==> src/rtl/running_mean_variance_defines.svh <==
// Assertion macros for the running mean and variance block.
// Included by the top level; the macros assume the aclk and aresetn ports.
`ifndef RUNNING_MEAN_VARIANCE_DEFINES_SVH
`define RUNNING_MEAN_VARIANCE_DEFINES_SVH

// Condition implies consequent in the same cycle.
`define RMV_CHECK(label, ante, cons, msg) \
    label: assert property (@(posedge aclk) disable iff (!aresetn) (ante) |-> (cons)) \
        else $error(msg);

// Condition implies consequent in the next cycle.
`define RMV_CHECK_NEXT(label, ante, cons, msg) \
    label: assert property (@(posedge aclk) disable iff (!aresetn) (ante) |=> (cons)) \
        else $error(msg);

// Condition implies consequent after a delay.
`define RMV_CHECK_AFTER2(label, ante, cons, msg) \
    label: assert property (@(posedge aclk) disable iff (!aresetn) (ante) |-> ##2 (cons)) \
        else $error(msg);

`endif

==> src/rtl/rmv_pkg.sv <==
// Shared constants and types of the running mean and variance block.
// No dependencies; used by every module of the block.
`timescale 1ns / 1ps

package rmv_pkg;

    // Port widths of the payload fields.
    localparam int IN_SAMPLE_WIDTH = 32;
    localparam int IN_COUNT_WIDTH  = 32;
    localparam int OUT_MEAN_WIDTH  = 32;
    localparam int M2_WIDTH        = 64;

    // Default working widths of sample and count.
    localparam int SAMPLE_WIDTH_DEF = 32;
    localparam int COUNT_WIDTH_DEF  = 32;

    // The M2 add runs in digits of this width.
    localparam int ACC_DIGIT = 16;
    localparam int ACC_STEPS = M2_WIDTH / ACC_DIGIT;

    typedef enum logic [2:0] {
        ST_IDLE,
        ST_LOAD,
        ST_DIV,
        ST_MUL,
        ST_ACC,
        ST_FIN
    } state_t;

    // Status of one serial unit.
    typedef struct packed {
        logic busy;
        logic done;
    } unit_stat_t;

endpackage

==> src/rtl/rmv_divider.sv <==
// Bit-serial restoring divider: one quotient bit per cycle.
// Depends on rmv_pkg for the status struct.
`timescale 1ns / 1ps

module rmv_divider #(
    parameter int N_WIDTH = 32,
    parameter int D_WIDTH = 32
) (
    input  logic                 aclk,
    input  logic                 aresetn,
    input  logic                 start,
    input  logic [N_WIDTH-1:0]   dividend,
    input  logic [D_WIDTH-1:0]   divisor,
    output logic [N_WIDTH-1:0]   quotient,
    output rmv_pkg::unit_stat_t  stat
);

    localparam int CNT_W = (N_WIDTH > 1) ? $clog2(N_WIDTH) : 1;

    logic [N_WIDTH-1:0] quo_reg;
    logic [D_WIDTH-1:0] rem_reg;
    logic [D_WIDTH-1:0] dsr_reg;
    logic [CNT_W-1:0]   cnt_reg;
    logic               busy_reg;
    logic               done_reg;

    logic [D_WIDTH:0]   rem_shift;
    logic [D_WIDTH:0]   rem_diff;
    logic               fits;
    logic               last;

    always_comb begin
        rem_shift = {rem_reg, quo_reg[N_WIDTH-1]};
        rem_diff  = rem_shift - {1'b0, dsr_reg};
        fits      = rem_shift >= {1'b0, dsr_reg};
        last      = cnt_reg == CNT_W'(N_WIDTH - 1);
    end

    always_ff @(posedge aclk) begin
        if (!aresetn) begin
            busy_reg <= 1'b0;
            done_reg <= 1'b0;
            cnt_reg  <= '0;
        end else begin
            done_reg <= busy_reg && last;
            if (start) begin
                busy_reg <= 1'b1;
                cnt_reg  <= '0;
            end else if (busy_reg) begin
                cnt_reg <= cnt_reg + CNT_W'(1);
                if (last) begin
                    busy_reg <= 1'b0;
                end
            end
        end
    end

    always_ff @(posedge aclk) begin
        if (start) begin
            quo_reg <= dividend;
            rem_reg <= '0;
            dsr_reg <= divisor;
        end else if (busy_reg) begin
            quo_reg <= {quo_reg[N_WIDTH-2:0], fits};
            rem_reg <= fits ? rem_diff[D_WIDTH-1:0] : rem_shift[D_WIDTH-1:0];
        end
    end

    assign quotient  = quo_reg;
    assign stat.busy = busy_reg;
    assign stat.done = done_reg;

endmodule

==> src/rtl/rmv_multiplier.sv <==
// Bit-serial shift-and-add multiplier for unsigned operands.
// Depends on rmv_pkg for the status struct.
`timescale 1ns / 1ps

module rmv_multiplier #(
    parameter int WIDTH = 32
) (
    input  logic                 aclk,
    input  logic                 aresetn,
    input  logic                 start,
    input  logic [WIDTH-1:0]     op_a,
    input  logic [WIDTH-1:0]     op_b,
    output logic [2*WIDTH-1:0]   product,
    output rmv_pkg::unit_stat_t  stat
);

    localparam int CNT_W = (WIDTH > 1) ? $clog2(WIDTH) : 1;

    logic [WIDTH-1:0] a_reg;
    logic [WIDTH-1:0] hi_reg;
    logic [WIDTH-1:0] lo_reg;
    logic [CNT_W-1:0] cnt_reg;
    logic             busy_reg;
    logic             done_reg;

    logic [WIDTH:0]   part_sum;
    logic             last;

    always_comb begin
        part_sum = {1'b0, hi_reg} + (lo_reg[0] ? {1'b0, a_reg} : '0);
        last     = cnt_reg == CNT_W'(WIDTH - 1);
    end

    always_ff @(posedge aclk) begin
        if (!aresetn) begin
            busy_reg <= 1'b0;
            done_reg <= 1'b0;
            cnt_reg  <= '0;
        end else begin
            done_reg <= busy_reg && last;
            if (start) begin
                busy_reg <= 1'b1;
                cnt_reg  <= '0;
            end else if (busy_reg) begin
                cnt_reg <= cnt_reg + CNT_W'(1);
                if (last) begin
                    busy_reg <= 1'b0;
                end
            end
        end
    end

    // The multiplier bits leave at the bottom while product bits enter at the top.
    always_ff @(posedge aclk) begin
        if (start) begin
            a_reg  <= op_a;
            hi_reg <= '0;
            lo_reg <= op_b;
        end else if (busy_reg) begin
            hi_reg <= part_sum[WIDTH:1];
            lo_reg <= {part_sum[0], lo_reg[WIDTH-1:1]};
        end
    end

    assign product   = {hi_reg, lo_reg};
    assign stat.busy = busy_reg;
    assign stat.done = done_reg;

endmodule

==> src/rtl/rmv_accum.sv <==
// M2 accumulator: holds M2 and the saturation flag and adds an increment
// digit by digit. Depends on rmv_pkg for widths and the status struct.
`timescale 1ns / 1ps

module rmv_accum #(
    parameter int P_WIDTH = 64
) (
    input  logic                           aclk,
    input  logic                           aresetn,
    input  logic                           start,
    input  logic                           commit,
    input  logic [P_WIDTH-1:0]             incr,
    output logic [rmv_pkg::M2_WIDTH-1:0]   m2_result,
    output logic                           sat_result,
    output rmv_pkg::unit_stat_t            stat
);

    import rmv_pkg::*;

    localparam int CNT_W = (ACC_STEPS > 1) ? $clog2(ACC_STEPS) : 1;

    logic [M2_WIDTH-1:0] m2_reg;
    logic                sat_reg;
    logic [M2_WIDTH-1:0] a_sr_reg;
    logic [M2_WIDTH-1:0] b_sr_reg;
    logic                carry_reg;
    logic [CNT_W-1:0]    cnt_reg;
    logic                busy_reg;
    logic                done_reg;

    logic [ACC_DIGIT:0]  digit_sum;
    logic                last;

    always_comb begin
        digit_sum = {1'b0, a_sr_reg[ACC_DIGIT-1:0]} + {1'b0, b_sr_reg[ACC_DIGIT-1:0]}
                  + (ACC_DIGIT + 1)'(carry_reg);
        last      = cnt_reg == CNT_W'(ACC_STEPS - 1);
    end

    always_ff @(posedge aclk) begin
        if (!aresetn) begin
            busy_reg  <= 1'b0;
            done_reg  <= 1'b0;
            cnt_reg   <= '0;
            carry_reg <= 1'b0;
            m2_reg    <= '0;
            sat_reg   <= 1'b0;
        end else begin
            done_reg <= busy_reg && last;
            if (start) begin
                busy_reg  <= 1'b1;
                cnt_reg   <= '0;
                carry_reg <= 1'b0;
            end else if (busy_reg) begin
                cnt_reg   <= cnt_reg + CNT_W'(1);
                carry_reg <= digit_sum[ACC_DIGIT];
                if (last) begin
                    busy_reg <= 1'b0;
                end
            end
            if (commit) begin
                m2_reg  <= m2_result;
                sat_reg <= sat_result;
            end
        end
    end

    always_ff @(posedge aclk) begin
        if (start) begin
            a_sr_reg <= m2_reg;
            b_sr_reg <= M2_WIDTH'(incr);
        end else if (busy_reg) begin
            a_sr_reg <= {digit_sum[ACC_DIGIT-1:0], a_sr_reg[M2_WIDTH-1:ACC_DIGIT]};
            b_sr_reg <= {{ACC_DIGIT{1'b0}}, b_sr_reg[M2_WIDTH-1:ACC_DIGIT]};
        end
    end

    // A carry out of the top digit means the sum overflowed: clamp and flag.
    assign m2_result  = carry_reg ? '1 : a_sr_reg;
    assign sat_result = sat_reg | carry_reg;
    assign stat.busy  = busy_reg;
    assign stat.done  = done_reg;

endmodule

==> src/rtl/running_mean_variance.sv <==
// Running mean and variance (Welford update), top level.
// Depends on rmv_pkg, rmv_divider, rmv_multiplier, rmv_accum and the defines header.
`timescale 1ns / 1ps
`include "running_mean_variance_defines.svh"

// Each transfer on the input carries a signed fixed-point sample and its 1-based
// running count (a count of zero is taken as one). The block updates the mean by
// delta / count, truncated toward zero, adds delta * (sample - new mean) to M2 with
// saturation at its maximum, and returns one result with the new mean, M2 and the
// sticky saturation flag. Only the low SAMPLE_WIDTH bits of the sample (sign-extended)
// and the low COUNT_WIDTH bits of the count are used. Items are worked one at a time,
// each in turn through the bit-serial divider and the bit-serial multiplier, one bit
// per cycle each, and the M2 add, which runs in four 16-bit digits. A finished result
// sits in an output register, so the next sample is accepted while the previous
// result still waits for its transfer; a result is only held back from that register
// while the one before it is unread.

module running_mean_variance #(
    parameter int SAMPLE_WIDTH = rmv_pkg::SAMPLE_WIDTH_DEF,
    parameter int COUNT_WIDTH  = rmv_pkg::COUNT_WIDTH_DEF
) (
    input  logic                                  aclk,
    input  logic                                  aresetn,
    input  logic                                  s_valid,
    output logic                                  s_ready,
    input  logic signed [rmv_pkg::IN_SAMPLE_WIDTH-1:0] s_sample_value,
    input  logic [rmv_pkg::IN_COUNT_WIDTH-1:0]    s_sample_count,
    output logic                                  m_valid,
    input  logic                                  m_ready,
    output logic signed [rmv_pkg::OUT_MEAN_WIDTH-1:0]  m_running_mean,
    output logic [rmv_pkg::M2_WIDTH-1:0]          m_sum_sq_dev,
    output logic                                  m_saturated
);

    import rmv_pkg::*;

    localparam int SW = SAMPLE_WIDTH;
    localparam int CW = COUNT_WIDTH;

    state_t state_reg;
    state_t state_next;

    // Running mean, kept at the working width.
    logic signed [SW-1:0] mean_reg;

    // Per-item working registers.
    logic [CW-1:0]        count_reg;
    logic signed [SW:0]   delta_reg;
    logic [SW-1:0]        dmag_reg;
    logic signed [SW-1:0] newmean_reg;

    // Output register.
    logic                        m_valid_reg;
    logic                        m_valid_next;
    logic signed [OUT_MEAN_WIDTH-1:0] out_mean_reg;
    logic [M2_WIDTH-1:0]         out_m2_reg;
    logic                        out_sat_reg;

    // Combinational helpers.
    logic signed [SW-1:0] sample_in;
    logic [CW-1:0]        count_in;
    logic signed [SW:0]   delta_in;
    logic signed [SW:0]   delta_abs;
    logic [SW-1:0]        dmag_in;
    logic signed [SW:0]   mean_ext;
    logic signed [SW:0]   quo_ext;
    logic signed [SW:0]   newmean_in;
    logic [SW-1:0]        resid_mag;
    logic                 accept;
    logic                 slot_free;

    // Unit control.
    logic                 div_start;
    logic                 mul_start;
    logic                 acc_start;
    logic                 commit;
    logic [SW-1:0]        quotient;
    logic [2*SW-1:0]      product;
    logic [M2_WIDTH-1:0]  m2_result;
    logic                 sat_result;
    unit_stat_t           div_stat;
    unit_stat_t           mul_stat;
    unit_stat_t           acc_stat;

    // Datapath arithmetic. The magnitude of delta always fits SW bits, and the new
    // mean always lies between the old mean and the sample, so it fits SW bits too.
    always_comb begin
        sample_in  = s_sample_value[SW-1:0];
        count_in   = s_sample_count[CW-1:0];
        delta_in   = (SW + 1)'(sample_in) - (SW + 1)'(mean_reg);
        delta_abs  = delta_reg[SW] ? -delta_reg : delta_reg;
        dmag_in    = delta_abs[SW-1:0];
        mean_ext   = (SW + 1)'(mean_reg);
        quo_ext    = signed'({1'b0, quotient});
        newmean_in = delta_reg[SW] ? (mean_ext - quo_ext) : (mean_ext + quo_ext);
        // The residual keeps the sign of delta, so only magnitudes are multiplied.
        resid_mag  = dmag_reg - quotient;
    end

    assign accept    = s_valid && s_ready;
    assign slot_free = !m_valid_reg || m_ready;

    // Sequencer: next state and unit start strobes.
    always_comb begin
        state_next = state_reg;
        div_start  = 1'b0;
        mul_start  = 1'b0;
        acc_start  = 1'b0;
        commit     = 1'b0;
        unique case (state_reg)
            ST_IDLE: begin
                if (s_valid) begin
                    state_next = ST_LOAD;
                end
            end
            ST_LOAD: begin
                div_start  = 1'b1;
                state_next = ST_DIV;
            end
            ST_DIV: begin
                if (div_stat.done) begin
                    mul_start  = 1'b1;
                    state_next = ST_MUL;
                end
            end
            ST_MUL: begin
                if (mul_stat.done) begin
                    acc_start  = 1'b1;
                    state_next = ST_ACC;
                end
            end
            ST_ACC: begin
                if (acc_stat.done) begin
                    state_next = ST_FIN;
                end
            end
            ST_FIN: begin
                // Results and state are committed together once the output is free.
                if (slot_free) begin
                    commit     = 1'b1;
                    state_next = ST_IDLE;
                end
            end
            default: begin
                state_next = ST_IDLE;
            end
        endcase
    end

    always_comb begin
        m_valid_next = m_valid_reg;
        if (commit) begin
            m_valid_next = 1'b1;
        end else if (m_ready) begin
            m_valid_next = 1'b0;
        end
    end

    always_ff @(posedge aclk) begin
        if (!aresetn) begin
            state_reg   <= ST_IDLE;
            mean_reg    <= '0;
            m_valid_reg <= 1'b0;
        end else begin
            state_reg   <= state_next;
            m_valid_reg <= m_valid_next;
            if (commit) begin
                mean_reg <= newmean_reg;
            end
        end
    end

    always_ff @(posedge aclk) begin
        if (accept) begin
            count_reg <= (count_in == '0) ? CW'(1) : count_in;
            delta_reg <= delta_in;
        end
        if (div_start) begin
            dmag_reg <= dmag_in;
        end
        if (mul_start) begin
            newmean_reg <= newmean_in[SW-1:0];
        end
        if (commit) begin
            out_mean_reg <= OUT_MEAN_WIDTH'(newmean_reg);
            out_m2_reg   <= m2_result;
            out_sat_reg  <= sat_result;
        end
    end

    rmv_divider #(
        .N_WIDTH (SW),
        .D_WIDTH (CW)
    ) u_divider (
        .aclk     (aclk),
        .aresetn  (aresetn),
        .start    (div_start),
        .dividend (dmag_in),
        .divisor  (count_reg),
        .quotient (quotient),
        .stat     (div_stat)
    );

    rmv_multiplier #(
        .WIDTH (SW)
    ) u_multiplier (
        .aclk    (aclk),
        .aresetn (aresetn),
        .start   (mul_start),
        .op_a    (dmag_reg),
        .op_b    (resid_mag),
        .product (product),
        .stat    (mul_stat)
    );

    rmv_accum #(
        .P_WIDTH (2 * SW)
    ) u_accum (
        .aclk       (aclk),
        .aresetn    (aresetn),
        .start      (acc_start),
        .commit     (commit),
        .incr       (product),
        .m2_result  (m2_result),
        .sat_result (sat_result),
        .stat       (acc_stat)
    );

    assign s_ready        = state_reg == ST_IDLE;
    assign m_valid        = m_valid_reg;
    assign m_running_mean = out_mean_reg;
    assign m_sum_sq_dev   = out_m2_reg;
    assign m_saturated    = out_sat_reg;

    // The serial units hand over strictly in turn, never overlapping.
    `RMV_CHECK(a_one_unit_busy, 1'b1, $onehot0({div_stat.busy, mul_stat.busy, acc_stat.busy}), "more than one serial unit busy")
    // A new sample is only taken when all units are idle.
    `RMV_CHECK(a_ready_units_idle, s_ready, !div_stat.busy && !mul_stat.busy && !acc_stat.busy, "input ready while a unit is busy")
    // An accepted sample passes through the load state and then starts the divider.
    `RMV_CHECK_AFTER2(a_accept_starts_div, accept, div_stat.busy, "divider did not start after a transfer")
    // A commit always presents a result and returns to idle.
    `RMV_CHECK_NEXT(a_commit_shows_result, commit, m_valid && state_reg == ST_IDLE, "commit did not present a result")

endmodule

==> config.mk <==
export PLATFORM = sky130hd
export DESIGN_NAME = running_mean_variance
export DESIGN_NICKNAME = d
export VERILOG_FILES = /design/src/rtl/rmv_pkg.sv /design/src/rtl/rmv_divider.sv /design/src/rtl/rmv_multiplier.sv /design/src/rtl/rmv_accum.sv /design/src/rtl/running_mean_variance.sv
export VERILOG_INCLUDE_DIRS = /design/src /design/src/rtl
export SDC_FILE = /design/constraint.sdc
export NUM_CORES = 1
export LEC_CHECK = 0
export BUFFER_PORTS_ARGS = -buffer_cell sky130_fd_sc_hd__buf_2
export CAP_MARGIN = 20
export CORE_ASPECT_RATIO = 0.9
export CORE_MARGIN = 8
export CORE_UTILIZATION = 40
export CTS_CLUSTER_SIZE = 30
export DETAILED_ROUTE_END_ITERATION = 12
export GPL_TIMING_DRIVEN = 0
export PLACE_DENSITY = 0.67
export SETUP_SLACK_MARGIN = 0.5
export SLEW_MARGIN = 20
export SYNTH_ARGS = -nofsm -noshare
export SYNTH_HDL_FRONTEND = slang
export SYNTH_SLANG_ARGS = --single-unit
==> constraint.sdc <==
create_clock -name aclk -period 5.3 [get_ports aclk]
set_clock_uncertainty 0.2 [all_clocks]
set_input_delay 0 -clock aclk [delete_from_list [all_inputs] [get_ports aclk]]
set_output_delay 0 -clock aclk [all_outputs]
set_load 0.03 [all_outputs]
After elaboration in Yosys (flattened, before gate mapping) --
Cells that the tools add are included.
Operators by class: reductions and logical operators 16, $lt $le $gt $ge 1, eq/ne operators 13, bitwise gates (word level) 2, add/sub/neg operators 12, multiplexer cells 37
Operator list (count):
- 64-bit 2-to-1 mux | 5
- 32-bit 2-to-1 mux | 8
- 32-bit subtractor | 3
- 32-bit by 33-bit adder with 33-bit output | 1
- 33-bit by 32-bit greater-or-equal comparator with 1-bit output | 1
- 32-bit by 32-bit subtractor with 33-bit output | 1
- 32-bit adder | 1
- 32-bit zero test | 1
- 32-bit negation | 1
- 1-bit 2-to-1 mux | 18
- 3-bit one-hot mux with 6 select lines | 1
- 16-bit by 16-bit adder with 17-bit output | 1
- 17-bit by 1-bit adder with 17-bit output | 1
- 3-bit 2-to-1 mux | 5
- 5-bit by 1-bit adder with 5-bit output, second input constant | 2
- 5-bit == test, second input constant | 2
- 2-bit nonzero test | 4
- 3-bit by 2-bit == test with 1-bit output, second input constant | 2
- 3-bit == test, second input constant | 2
- 2-bit by 1-bit inequality test with 1-bit output, second input constant | 3
- 2-bit OR reduction | 3
- 5-bit AND reduction | 1
- 1-bit logical AND | 4
- 2-bit inequality test, second input constant | 2
- 8 further kinds | 8
Storage, ports and cells: output and inout port bits 99, bits in registers 666, logic and storage cells 111

Longest topological paths before layout --
word-level depth 5, gate-level depth with buffers 17, depth with buffers taken out 17

Hierarchy --
From an unflattened synthesis, not the netlist that was laid out.
Second synthesis, totals: cell total of the unflattened synthesis 3174, area total of the unflattened synthesis 35260.1 um2
Modules (own cells, without submodules):
- running_mean_variance | cells an instance 1333, instances 1, area each 14438.8 um2
- rmv_accum | cells an instance 695, instances 1, area each 9102.5 um2
- rmv_divider | cells an instance 602, instances 1, area each 5987.0 um2
- rmv_multiplier | cells an instance 544, instances 1, area each 5731.7 um2

Worst setup path before layout --
No wires, ideal clock.
path kind reg2reg, start point reg state_reg[0], end point reg u_accum.a_sr_reg[0], enable pin, arrival time 4.270 ns, slack 0.320 ns, library setup time 0.509 ns, stages on the path, launching flop included 7, path buffers 3, path through dfxtp_1 -> clkbuf_1 -> nand3_1 -> or2_2 -> clkbuf_1 -> clkbuf_1 -> nand2b_1
Between the ends: word-level cells in the longest chain between the ends 3
Ends and longest elaborated chain:
- start: declaration | line running_mean_variance.sv:40 | state_t state_reg;
- start signal: assignment | line running_mean_variance.sv:165 | state_reg <= state_next;
- 3-bit by 2-bit == test with 1-bit output | line running_mean_variance.sv:110 | unique case (state_reg)
- 1-bit 2-to-1 mux | line running_mean_variance.sv:110
- 2-bit nonzero test (no line)
- end signal: assignment | line rmv_accum.sv:70 | a_sr_reg <= m2_reg;
- end signal: assignment | line rmv_accum.sv:73 | a_sr_reg <= {digit_sum[ACC_DIGIT-1:0], a_sr_reg[M2_WIDTH-1:ACC_DIGIT]};
- end: declaration | line rmv_accum.sv:24 | logic [M2_WIDTH-1:0] a_sr_reg;
No other way between the ends. A chain may end at the register's enable or synchronous reset.

Worst setup path in the final report --
start point reg u_divider.quo_reg[0], in the netlist u_divider.quotient[0], end point reg newmean_reg[30] (data pin)
Between the ends: word-level cells in the longest chain between the ends 2, elaborated cells on any way between the ends 3, those cells by class add/sub: 2; mux: 1
Ends and longest elaborated chain:
- start: declaration | line rmv_divider.sv:20 | logic [N_WIDTH-1:0] quo_reg;
- start signal: assignment | line rmv_divider.sv:60 | quo_reg <= dividend;
- start signal: assignment | line rmv_divider.sv:64 | quo_reg <= {quo_reg[N_WIDTH-2:0], fits};
- 32-bit adder / 32-bit subtractor (equally long branches) | line running_mean_variance.sv:95 | newmean_in = delta_reg[SW] ? (mean_ext - quo_ext) : (mean_ext + quo_ext);
- 32-bit 2-to-1 mux (*) | line running_mean_variance.sv:95
- net newmean_in[30] | line running_mean_variance.sv:67 | logic signed [SW:0] newmean_in;
- end signal: assignment | line running_mean_variance.sv:182 | newmean_reg <= newmean_in[SW-1:0];
- end: declaration | line running_mean_variance.sv:50 | logic signed [SW-1:0] newmean_reg;
The timed path passes the listed nets; every way through them passes the cells marked *.

==> summary.md <==
| Metric | Value |
|---|---|
| Status | finished clean |
| Sink Count | between 600 and 700 |
| Worst hold path depth | 3 |
| Worst slew pin tran | 1.051 ns |
| Reg-to-Reg End | newmean_reg[30]$_DFFE_PP_ |
| EDFF count, synth | roughly 480 |
| H-tree depth | 3 |
| Setup WS pre-CTS | -0.1084 ns |
| Die height | 295.6 um |
| Post-synthesis cell type count | 83 |
| Port bufs | around 170 |
| Rel. slew slack | 29.96% |
| RSZ-0062 raised after global routing | yes |
| Chip width | between 300 and 400 um |
| Total Nets Final | slightly above 4,000 |
| Core Rows | 102 |
| Crit end category | flop |
| R2R Path Start | u_divider.quotient[0]$_DFFE_PP_ |
| Area grow syn2layout | 18.12% |
| GPL Wtd Cong | roughly 0.94 |
| Flops & latches, synth | roughly 670 |
| Tot GR Track Use | 18.94% |
| Commonest non-fill, non-tap cell in the layout | nand2_1 |
| Hold EP | count_reg[17]$_SDFFCE_PN0P_ |
| Initial core utilization | between 40 and 50% |
| DR iter-0 viols | 2,370 |
| Leakage | ~0.016 uW |
| Area occupied by multi-input gates | 0.01543 mm^2 |
| Final setup margin | approximately 0.42 ns |
| Root buf cell | clkbuf_16 |
| Clk slew on worst S/H paths | ~0.07 ns |
| Fillers | 7,952 |
| Initial antenna violation count | 7 |
| Sequential Area | 0.01816 mm^2 |
| Final antenna-violating net count | 0 |
| Die area | 0.09659 mm^2 |
| Syn Inst Count | 3,468 |
| Final Cell Area | 0.04105 mm^2 |
| WL per Instance | 18.70 um |
| Final Cycle Share | 92.07% |
| Most frequent cells in the layout | 541 x nand2_1, 482 x edfxtp_1, 291 x nor2_1 |
| Post-synth top flop | edfxtp_1 |
| HP Class | input pin to flop |
| Clk buf depth | 3 |
| Startpoint Class | flop |
| Share of cells above drive strength 1 | 11.32% |
| Grt ovf | 0 |
| Peak Freq | 0.2049 GHz |
| Class of the most critical setup path | flop to flop |
| Placed instance area | about 0.037 mm^2 |
| Top-Level Pins | 167 |
| Slew Limit Fails | 0 |
| Async S/R FF share, synth | 0% |
| Syn avg cell area | approximately 10 um^2 |
| Final Setup Violations | 0 |
| HP Start | s_sample_count[17] |
| Core Box Area | 0.08602 mm^2 |
| Pin count of the biggest net entering global routing | 56 |
| Max-Cap Viols | 0 |
| Clk Latency, worst-skew pair | 0.63 ns |
| Synth Cell Area | 0.03475 mm^2 |
| Worst Path Arrival | 5.06 ns |
| Total wire length | 94.36 mm |
| Vias in the first global route | between 20,000 and 30,000 |
| Flop2flop setup slack | about 0.42 ns |
| Total CTS buffers | 75 |
| Global-route wire length before repair | around 150 mm |
| Residual DRC | 0 |
| PwrDens | 395.1 mW/mm^2 |
| Syn nets | 3,723 |
| Required @ worst endpoint | 5.48 ns |
| CTS tree | done |
| Drt first pass iters | 6 |
| Synth warn | 0 |
| Final min period | 4.880 ns |
| Peak supply drop | 247.1 uV |
| Via count | approximately 27,000 |
| Worst R2R Path Depth | 17 |
| Post-DP HPWL | a little under 70 mm |
| Via/cell ratio | 5.353 |
| Crit-path max FO | 6 |
| Sequential area share after synthesis | 52.25% |
| Hold Fails Final Rpt | 0 |
## how the worst max path moves through the flow
stage | slack [ns] | endpoint | cells past startpoint | startpoint
floorplan | 0.66 | m_running_mean[0]$_DFFE_PP_ | 6 | state_reg[0]$_SDFFE_PN0P_
global placement | -1.91 | mean_reg[25]$_SDFFE_PN0P_ | 8 | state_reg[2]$_SDFFE_PN0P_
detailed placement | -0.11 | newmean_reg[31]$_DFFE_PP_ | 16 | delta_reg[32]$_DFFE_PP_
CTS | 0.50 | newmean_reg[31]$_DFFE_PP_ | 18 | u_divider.quotient[0]$_DFFE_PP_
global route | 0.34 | newmean_reg[30]$_DFFE_PP_ | 17 | u_divider.quotient[0]$_DFFE_PP_
finish | 0.42 | newmean_reg[30]$_DFFE_PP_ | 17 | u_divider.quotient[0]$_DFFE_PP_
## report_power, final
part	total, uW	internal, uW	leakage [uW]	switching, uW
combinational	4410	1750	0.00873	2650
sequential	6400	6110	0.00589	290
clock	5420	3200	0.00127	2210
## final cells by class
class | instances | share of cell area (%)
Clock inverter | 44 | 1.070
Sequential cell | 666 | 44.23
Clock buffer | 96 | 5.249
Buffer | 170 | 1.612
Timing Repair Buffer | 287 | 5.182
Tap cell | 1144 | 3.487
Multi-Input combinational cell | 2464 | 37.60
Antenna cell | 6 | 0.03658
Inverter | 168 | 1.536
## through the flow
| step | setup TNS [ns] | utilization, % | power [uW] | hold slack, ns | instances |
|---|---|---|---|---|---|
| CTS | 0 | 47.57 | 16190 | 0.001522 | 5035 |
| global placement | -212.18 | 43.03 | 10600 | 0.07587 | 4777 |
| floorplan | 0 | - | 9588 | -0.03327 | 3468 |
| global route | 0 | 47.71 | 17040 | 0.03285 | 5042 |
| finish | 0 | 47.72 | 16220 | 0.03213 | 5045 |
| detailed placement | -0.1084 | 43.25 | 10670 | 0.07230 | 4785 |
## layer usage
| layer | vias to the layer above | GRT usage (%) | wire length, um |
|---|---|---|---|
| met2 | 828 | 30.99 | 43230 |
| met3 | 173 | 3.292 | 5914 |
| met1 | 12950 | 25.59 | 42300 |
| met4 | 0 | 6.091 | 2916 |
| met5 | - | 0 | 0 |
| li1 | 13060 | - | - |
## logic make-up (layout without fill, tap and decap cells)
| logic type | Yosys count | in the layout | synth area share, % |
|---|---|---|---|
| AO/OA/AOI/OAI | 728 | 728 | 13.43 |
| XOR/XNOR | 186 | 186 | 4.688 |
| adder cells (fa/ha/maj) | 187 | 187 | 6.884 |
| buffers and inverters | 338 | 765 | 3.665 |
| flip-flops | 666 | 666 | 52.25 |
| multiplexers | 41 | 41 | 1.213 |
| other | 0 | 6 | 0 |
| AND/OR/NAND/NOR | 1322 | 1322 | 17.87 |
## repair_timing
| item | CTS | global route |
|---|---|---|
| hold endpoints to repair | 119 | 0 |
| setup buffers | 2 | 4 |
| pin swaps | 1 | 3 |
| resized for setup | 7 | 24 |
| setup endpoints to repair | 14 | 9 |
| hold buffers | 108 | 0 |
## critical path: stages (launching register included)
cell      delay (ns)
edfxtp_1        0.49
inv_1           0.13
ha_1            0.23
nand3_1         0.19
or4_1           0.61
nor2_4          0.20
nor2_1          0.10
xnor2_2         0.27
ha_2            0.37
a21o_1          0.18
a21oi_1         0.22
o221ai_1        0.18
nor3_1          0.27
a21oi_2         0.18
a211o_1         0.33
a31o_2          0.24
a21oi_1         0.17
xnor2_1         0.08
## Yosys cell counts (26+ instances only)
library cell	instances	area share, %
dfxtp_1	184	11
mux2i_1	38	1.1
o21a_1	45	0.97
xor2_1	58	1.5
inv_1	165	1.8
nand2_1	541	5.8
nor3_1	62	0.89
and3_1	32	0.58
nor2_1	293	3.2
nand2b_1	29	0.52
or2_2	77	1.4
xnor2_1	128	3.2
o21ai_0	184	2.6
and2_1	61	1.1
a31oi_1	37	0.67
nand4_1	26	0.47
nor3b_1	67	1.4
nand3_1	43	0.62
ha_1	180	6.5
a21boi_0	43	0.93
clkbuf_1	150	1.6
edfxtp_1	482	42
a21oi_1	181	2.6
o31ai_1	28	0.60
a21o_1	56	1.2
No activity file was read; power rests on OpenSTA's default activity.
